## config.mk

```make
export PLATFORM = sky130hd
export DESIGN_NAME = pipeline_hazard_stall_scheduler
export DESIGN_NICKNAME = d
export VERILOG_FILES = /design/src/pshs_pkg.sv /design/src/pshs_in_stage.sv /design/src/pshs_core.sv /design/src/pshs_out_reg.sv /design/src/pipeline_hazard_stall_scheduler.sv
export SDC_FILE = /design/constraint.sdc
export NUM_CORES = 1
export LEC_CHECK = 0
export BUFFER_PORTS_ARGS = -buffer_cell sky130_fd_sc_hd__buf_4
export CAP_MARGIN = 20
export CORE_MARGIN = 2
export CORE_UTILIZATION = 60
export CTS_CLUSTER_DIAMETER = 200
export DETAILED_ROUTE_END_ITERATION = 8
export PLACE_DENSITY_LB_ADDON = 0.15
export SYNTH_ARGS = -nofsm -noshare
export SYNTH_HDL_FRONTEND = slang
export SYNTH_HIERARCHICAL = 1
export SYNTH_SLANG_ARGS = --single-unit
```

## constraint.sdc

```tcl
create_clock -name clk -period 12.67 [get_ports clk]
set_input_delay 0.6335 -clock clk [delete_from_list [all_inputs] [get_ports clk]]
set_output_delay 0.6335 -clock clk [all_outputs]
set_load 0.05 [all_outputs]
```

## src/pshs_pkg.sv

```systemverilog
// pshs_pkg: shared types and constants for the pipeline hazard stall scheduler
// holds the instruction and result word structs, opcode codes and cycle width
// no dependencies
`default_nettype none

package pshs_pkg;

	// width of every cycle counter and cycle field
	localparam int CYCLE_BITS = 16;
	localparam logic [CYCLE_BITS-1:0] CYCLE_MAX = {CYCLE_BITS{1'b1}};

	// instruction class codes; unused codes act as a plain reader
	localparam logic [2:0] OP_EMPTY  = 3'd0;
	localparam logic [2:0] OP_ALU    = 3'd1;
	localparam logic [2:0] OP_LOAD   = 3'd2;
	localparam logic [2:0] OP_BRANCH = 3'd3;
	localparam logic [2:0] OP_OTHER  = 3'd4;

	// minimum fetch distances behind a producer
	localparam int BRANCH_GAP = 2;
	localparam int LOAD_GAP   = 2;
	localparam int ALU_GAP    = 3;
	// fetch to writeback distance in a five-stage pipe
	localparam int WB_OFFSET  = 4;

	typedef logic [CYCLE_BITS-1:0] cyc_t;

	typedef struct packed {
		logic [2:0] op;
		logic [4:0] src_a;
		logic [4:0] src_b;
		logic [4:0] dest_r;
		logic       end_of_program;
	} in_word_t;

	typedef struct packed {
		cyc_t       fetch_cycle;
		logic [1:0] stalls;
		cyc_t       bubble_total;
		cyc_t       writeback_cycle;
	} out_word_t;

	// handshake between input stage and result register
	typedef struct packed {
		logic advance;
		logic slot_free;
	} flow_t;

endpackage

`default_nettype wire

```

## src/pshs_in_stage.sv

```systemverilog
// pshs_in_stage: input register stage holding one instruction word
// depends on pshs_pkg
`default_nettype none

module pshs_in_stage (
	input  wire               clk,
	input  wire               arst_n,
	input  wire               in_valid,
	output logic              in_ready,
	input  pshs_pkg::in_word_t in_word,
	input  wire               slot_free,
	output pshs_pkg::flow_t   flow,
	output pshs_pkg::in_word_t word_s1
);
	import pshs_pkg::*;

	logic valid_s1;

	// word moves on when the result register can take its result
	assign flow.advance   = valid_s1 & slot_free;
	assign flow.slot_free = slot_free;
	assign in_ready       = ~valid_s1 | flow.advance;

	// valid bit
	always_ff @(posedge clk or negedge arst_n) begin
		if (!arst_n) begin
			valid_s1 <= 1'b0;
		end else if (in_valid && in_ready) begin
			valid_s1 <= 1'b1;
		end else if (flow.advance) begin
			valid_s1 <= 1'b0;
		end
	end

	// payload
	always_ff @(posedge clk) begin
		if (in_valid && in_ready) begin
			word_s1 <= in_word;
		end
	end

endmodule

`default_nettype wire

```

## src/pshs_core.sv

```systemverilog
// pshs_core: hazard check, fetch scheduling and program state
// depends on pshs_pkg
`default_nettype none

module pshs_core (
	input  wire                clk,
	input  wire                arst_n,
	input  wire                cfg_wr_en,
	input  wire                cfg_wr_data,
	input  pshs_pkg::in_word_t  word_s1,
	input  pshs_pkg::flow_t    flow,
	output pshs_pkg::out_word_t result
);
	import pshs_pkg::*;

	localparam int EXT_BITS = CYCLE_BITS + 2;
	typedef logic [EXT_BITS-1:0] ext_t;

	logic       fwd_on_q;
	cyc_t       next_free_q;
	cyc_t       bubbles_q;
	logic       prev_branch_q;
	logic       hist_writes_q [2];
	logic       hist_load_q   [2];
	logic [4:0] hist_dest_q   [2];
	cyc_t       hist_fetch_q  [2];

	ext_t                want;
	cyc_t                fetch;
	cyc_t                stall_diff;
	logic [CYCLE_BITS:0] bub_sum;
	logic [CYCLE_BITS:0] wb_sum;
	logic [CYCLE_BITS:0] nxt_sum;
	cyc_t                bub_next;
	cyc_t                wb_cycle;
	cyc_t                nxt_free;

	// earliest legal fetch cycle against branch and the two prior producers
	always_comb begin
		ext_t cand;
		want = {2'b00, next_free_q};
		cand = {2'b00, hist_fetch_q[0]} + ext_t'(BRANCH_GAP);
		if (prev_branch_q && cand > want) begin
			want = cand;
		end
		for (int k = 0; k < 2; k++) begin
			if (word_s1.op != OP_EMPTY && hist_writes_q[k] &&
			    (word_s1.src_a == hist_dest_q[k] || word_s1.src_b == hist_dest_q[k])) begin
				if (hist_load_q[k]) begin
					cand = {2'b00, hist_fetch_q[k]} + ext_t'(LOAD_GAP);
					if (cand > want) begin
						want = cand;
					end
				end else if (!fwd_on_q) begin
					cand = {2'b00, hist_fetch_q[k]} + ext_t'(ALU_GAP);
					if (cand > want) begin
						want = cand;
					end
				end
			end
		end
	end

	// saturation and derived counts
	always_comb begin
		fetch      = (want > {2'b00, CYCLE_MAX}) ? CYCLE_MAX : want[CYCLE_BITS-1:0];
		stall_diff = fetch - next_free_q;
		bub_sum    = {1'b0, bubbles_q} + {{(CYCLE_BITS-1){1'b0}}, stall_diff[1:0]};
		bub_next   = bub_sum[CYCLE_BITS] ? CYCLE_MAX : bub_sum[CYCLE_BITS-1:0];
		wb_sum     = {1'b0, fetch} + (CYCLE_BITS+1)'(WB_OFFSET);
		wb_cycle   = wb_sum[CYCLE_BITS] ? CYCLE_MAX : wb_sum[CYCLE_BITS-1:0];
		nxt_sum    = {1'b0, fetch} + (CYCLE_BITS+1)'(1);
		nxt_free   = nxt_sum[CYCLE_BITS] ? CYCLE_MAX : nxt_sum[CYCLE_BITS-1:0];
	end

	assign result.fetch_cycle     = fetch;
	assign result.stalls          = stall_diff[1:0];
	assign result.bubble_total    = bub_next;
	assign result.writeback_cycle = wb_cycle;

	// forwarding control register
	always_ff @(posedge clk or negedge arst_n) begin
		if (!arst_n) begin
			fwd_on_q <= 1'b1;
		end else if (cfg_wr_en) begin
			fwd_on_q <= cfg_wr_data;
		end
	end

	// program state: counters and two-deep producer history
	always_ff @(posedge clk or negedge arst_n) begin
		if (!arst_n) begin
			next_free_q   <= cyc_t'(1);
			bubbles_q     <= '0;
			prev_branch_q <= 1'b0;
			for (int k = 0; k < 2; k++) begin
				hist_writes_q[k] <= 1'b0;
				hist_load_q[k]   <= 1'b0;
				hist_dest_q[k]   <= '0;
				hist_fetch_q[k]  <= '0;
			end
		end else if (flow.advance) begin
			if (word_s1.end_of_program) begin
				next_free_q   <= cyc_t'(1);
				bubbles_q     <= '0;
				prev_branch_q <= 1'b0;
				for (int k = 0; k < 2; k++) begin
					hist_writes_q[k] <= 1'b0;
					hist_load_q[k]   <= 1'b0;
					hist_dest_q[k]   <= '0;
					hist_fetch_q[k]  <= '0;
				end
			end else begin
				next_free_q      <= nxt_free;
				bubbles_q        <= bub_next;
				prev_branch_q    <= (word_s1.op == OP_BRANCH);
				hist_writes_q[1] <= hist_writes_q[0];
				hist_load_q[1]   <= hist_load_q[0];
				hist_dest_q[1]   <= hist_dest_q[0];
				hist_fetch_q[1]  <= hist_fetch_q[0];
				hist_writes_q[0] <= (word_s1.op == OP_ALU) || (word_s1.op == OP_LOAD);
				hist_load_q[0]   <= (word_s1.op == OP_LOAD);
				hist_dest_q[0]   <= (word_s1.op == OP_LOAD) ? word_s1.src_b : word_s1.dest_r;
				hist_fetch_q[0]  <= fetch;
			end
		end
	end

endmodule

`default_nettype wire

```

## src/pshs_out_reg.sv

```systemverilog
// pshs_out_reg: result register holding one result word until taken
// depends on pshs_pkg
`default_nettype none

module pshs_out_reg (
	input  wire                 clk,
	input  wire                 arst_n,
	input  pshs_pkg::flow_t     flow,
	input  pshs_pkg::out_word_t result,
	output logic                slot_free,
	output logic                out_valid,
	input  wire                 out_ready,
	output pshs_pkg::out_word_t out_word
);
	import pshs_pkg::*;

	logic      valid_q;
	out_word_t word_q;

	// slot opens when empty or when the held word leaves this cycle
	assign slot_free = ~valid_q | out_ready;
	assign out_valid = valid_q;
	assign out_word  = word_q;

	// valid bit
	always_ff @(posedge clk or negedge arst_n) begin
		if (!arst_n) begin
			valid_q <= 1'b0;
		end else if (flow.advance) begin
			valid_q <= 1'b1;
		end else if (out_ready) begin
			valid_q <= 1'b0;
		end
	end

	// payload
	always_ff @(posedge clk) begin
		if (flow.advance) begin
			word_q <= result;
		end
	end

endmodule

`default_nettype wire

```

## src/pipeline_hazard_stall_scheduler.sv

```systemverilog
// Five-stage pipeline hazard stall scheduler. Takes one instruction word per cycle in program
// order while out_ready is high and returns one result word per instruction: fetch cycle,
// stalls inserted, running bubble total and writeback cycle. A result passes through the input
// register, then the result register, and becomes visible once it is in the result register.
// Throughput is one word per cycle while out_ready stays high; the hazard core's counters and
// two-entry producer history update in the same cycle a word moves into the result register.
// While a finished result waits, the input register can still take one more word.
// cfg_wr_data sets forwarding (reset on); write it only while idle.
// End of program returns all scheduling state to its reset value after that word.
// depends on pshs_pkg, pshs_in_stage, pshs_core, pshs_out_reg
`default_nettype none

module pipeline_hazard_stall_scheduler (
	input  wire                 clk,
	input  wire                 arst_n,
	input  wire                 cfg_wr_en,
	input  wire                 cfg_wr_data,
	input  wire                 in_valid,
	output logic                in_ready,
	input  pshs_pkg::in_word_t  in_word,
	output logic                out_valid,
	input  wire                 out_ready,
	output pshs_pkg::out_word_t out_word
);
	import pshs_pkg::*;

	flow_t     flow;
	in_word_t  word_s1;
	out_word_t result;
	logic      slot_free;

	// input register
	pshs_in_stage u_in (
		.clk       (clk),
		.arst_n    (arst_n),
		.in_valid  (in_valid),
		.in_ready  (in_ready),
		.in_word   (in_word),
		.slot_free (slot_free),
		.flow      (flow),
		.word_s1   (word_s1)
	);

	// hazard check and state
	pshs_core u_core (
		.clk         (clk),
		.arst_n      (arst_n),
		.cfg_wr_en   (cfg_wr_en),
		.cfg_wr_data (cfg_wr_data),
		.word_s1     (word_s1),
		.flow        (flow),
		.result      (result)
	);

	// result register
	pshs_out_reg u_out (
		.clk       (clk),
		.arst_n    (arst_n),
		.flow      (flow),
		.result    (result),
		.slot_free (slot_free),
		.out_valid (out_valid),
		.out_ready (out_ready),
		.out_word  (out_word)
	);

endmodule

`default_nettype wire

```

==> results by group <==
Layout
  • Layout area overhead: 14.1%
  • Final nets: between 1000 and 1500
  • Util after Layout: between 70% and 80%
  • FF/Latch Area: a little over 0.004 mm^2
  • Area taken by multi-input logic gates: approximately 0.0065 mm^2
  • Fill cell count: around 1300
  • Layout cells sized above 1: 15.8%
  • N_diodes: 0
  • Most common cell after layout, fill and taps aside: buf_4
  • Leading cell types in the layout, fill and taps excluded: buf_4, ha_1, nand2_1

STA
  • Worst Hold Slack: 0.359 ns
  • Setup violations, final: 0
  • Slew margin rel.: between 20% and 30%
  • Fin Setup TNS: 0 ns
  • Unrepaired setup endpoints after global routing: no
  • Worst Slack Setup Final: 0.495 ns
  • Max-slew violations: 0
  • Max Clk Rate: ~82 MHz
  • Worst Max-Slew Pin Slew: roughly 1.1 ns
  • Fin crit share: 96.1%
  • Final Skew: between 0.015 and 0.02 ns
  • Final Critical Period: roughly 12 ns
  • Hold Vio Cnt, Final: 0

Setup path
  • Most used cell, CP: ha_1
  • Setup Crit Path Kind: flop to flop
  • Worst R2R Setup Slack: between 0.4 and 0.5 ns
  • Reg2Reg Depth: 44
  • Reg-to-Reg End: u_core/bubbles_q[15]
  • Crit path DAT: ~12 ns
  • Reg-to-reg startpoint: u_core/hist_fetch_q[18]
  • CP Launch Type: flop
  • Crit Path Max Fanout: 12
  • Critical path origin: u_core/hist_fetch_q[18]
  • Crit-path slowest cell: nor4_1
  • Crit path required time: 12.99 ns
  • Largest stage delay, worst path: ~0.6 ns
  • CP endpoint kind: flop

Clock tree
  • Root buf cell: clkbuf_16
  • Clock transition at path regs: around 0.08 ns
  • Total CTS buffers: 17
  • Postcts setup bufs: 0
  • Clock Sinks: ~150
  • CTS tree: yes
  • Clk Latency, worst-skew pair: about 0.44 ns
  • Clock Path Buffers: 2
  • Clock H-tree levels: 4

Global routing
  • M1 GR Usage: between 50% and 60%
  • GR Util met3: approximately 10%
  • Initial antenna violation count: 1
  • First-pass GRT wire length: a little over 60000 um
  • Tot GR Track Use: a little over two fifths
  • Vias in the first global route: 10200
  • Largest net degree at the start of global routing: around 80
  • Met2 GRT Util: 65.6%
  • Total grt overflow: 0
  • Busiest metal layer after global routing: met2

Synthesis
  • Mean Syn Cell Area: 9.44 um^2
  • Mapped Cells: 1181
  • Syn Nets: approximately 1300
  • Yosys warns: 6
  • Mapped Area: between 0.01 and 0.015 mm^2

Hold path
  • Hold Path Class: input pin to flop
  • Worst hold endpoint: u_in/word_s1[10]
  • Hold Crit Depth: 1
  • Hold wc startpoint: in_word[10]

Drt
  • Wire per inst: 27.8 um
  • Vias post-DR: 10800
  • WL final: 41700 um
  • Vias per Instance: 7.22
  • Post-route ant nets: 0
  • Drt drc: 0
  • Starting DRT DRC Count: about 1500
  • 1st-pass router iterations: 5

Placed design
  • Post-DP HPWL: approximately 30000 um
  • GP Congestion: 1.07
  • Post-Place Worst Slack: approximately 0.96 ns
  • PortBufs: 76

Power
  • Peak supply drop: 200 uV
  • Power after layout: 3.12 mW
  • Pwr per Cell Area: around 250 mW/mm^2
  • Leak Pwr: about 5.6 nW

Floorplan
  • Die width: between 100 and 150 um
  • # rows: slightly below 50
  • Die Y: between 100 and 150 um
  • Area of the core: approximately 0.018 mm^2
  • DIE AREA: 0.0197 mm^2
  • Starting density of the core: between 60 and 70%
  • Io pins: 77

Outcome
  • Status: finished clean

Flow run
  • Max-cap violations: 0
-- stage by stage --
| stage | cell area, um^2 | cells |
|---|---|---|
| final | 12700 | 1502 |
| after global routing | 12700 | 1502 |
| after CTS | 12600 | 1500 |
| after detailed placement | 12000 | 1467 |
| after global placement | 12000 | 1467 |
| after floorplan | 11100 | 1181 |
-- worst max-delay path by stage --
stage	end	slack, ns	cells past startpoint
floorplan	u_core/bubbles_q[10]	2.72	45
global placement	u_core/bubbles_q[7]	1.09	43
detailed placement	u_core/bubbles_q[15]	0.96	43
CTS	u_core/bubbles_q[15]	0.61	43
global route	u_core/bubbles_q[1]	0.01	44
finish	u_core/bubbles_q[15]	0.49	44
-- flip-flops by register name, indices dropped and copies added (netlist names) --
register and cells:
u_core/hist_dest_q 10, u_core/prev_branch_q 1, u_core/bubbles_q 16, u_core/hist_load_q 2
u_in/word_s1 19, u_out/out_word 50, u_out/out_valid 1, u_core/fwd_on_q 1
u_core/hist_fetch_q 32, u_core/next_free_q 16, u_in/valid_s1 1, u_core/hist_writes_q 2
-- worst max-delay path, delay by kind of cell (launching register included) --
kind,cells,cell delay [ns]
AOI/OAI and AO/OA,13,3.35
xor gates and xnor gates,3,0.89
adders and majority gates,6,1.84
buffers and inverters,1,0.19
DFF,1,0.45
muxes,1,0.49
and+or+nand+nor,20,4.81
-- metal layers --
| metal | part of all wire, % | vias up |
|---|---|---|
| met4 | 6.0 | 0 |
| li1 | - | 4593 |
| met3 | 12 | 196 |
| met1 | 38 | 5213 |
| met2 | 45 | 847 |
| met5 | 0 | - |
-- report_power, final --
part,internal [mW],total [mW],switching [mW]
registers,0.620,0.703,0.0835
clock network,0.272,0.537,0.265
logic,0.642,1.88,1.24
-- area by class of cell --
type | count | area share [%]
multi-input combinational | 904 | 51.4
inverter | 72 | 2.13
timing repair buffer | 114 | 6.89
clock buffer | 17 | 3.35
sequential | 151 | 32.5
tap | 229 | 2.25
clock inverter | 15 | 1.55
-- what timing repair did --
| action | 4_1_cts | 5_1_grt |
|---|---|---|
| hold endpoints to repair | 1 | 0 |
| endpoints found under the setup margin | 0 | 32 |
| hold buffers | 1 | 0 |
| gates resized for setup | 0 | 8 |
Note: power is estimated with default switching activity, not from simulation.
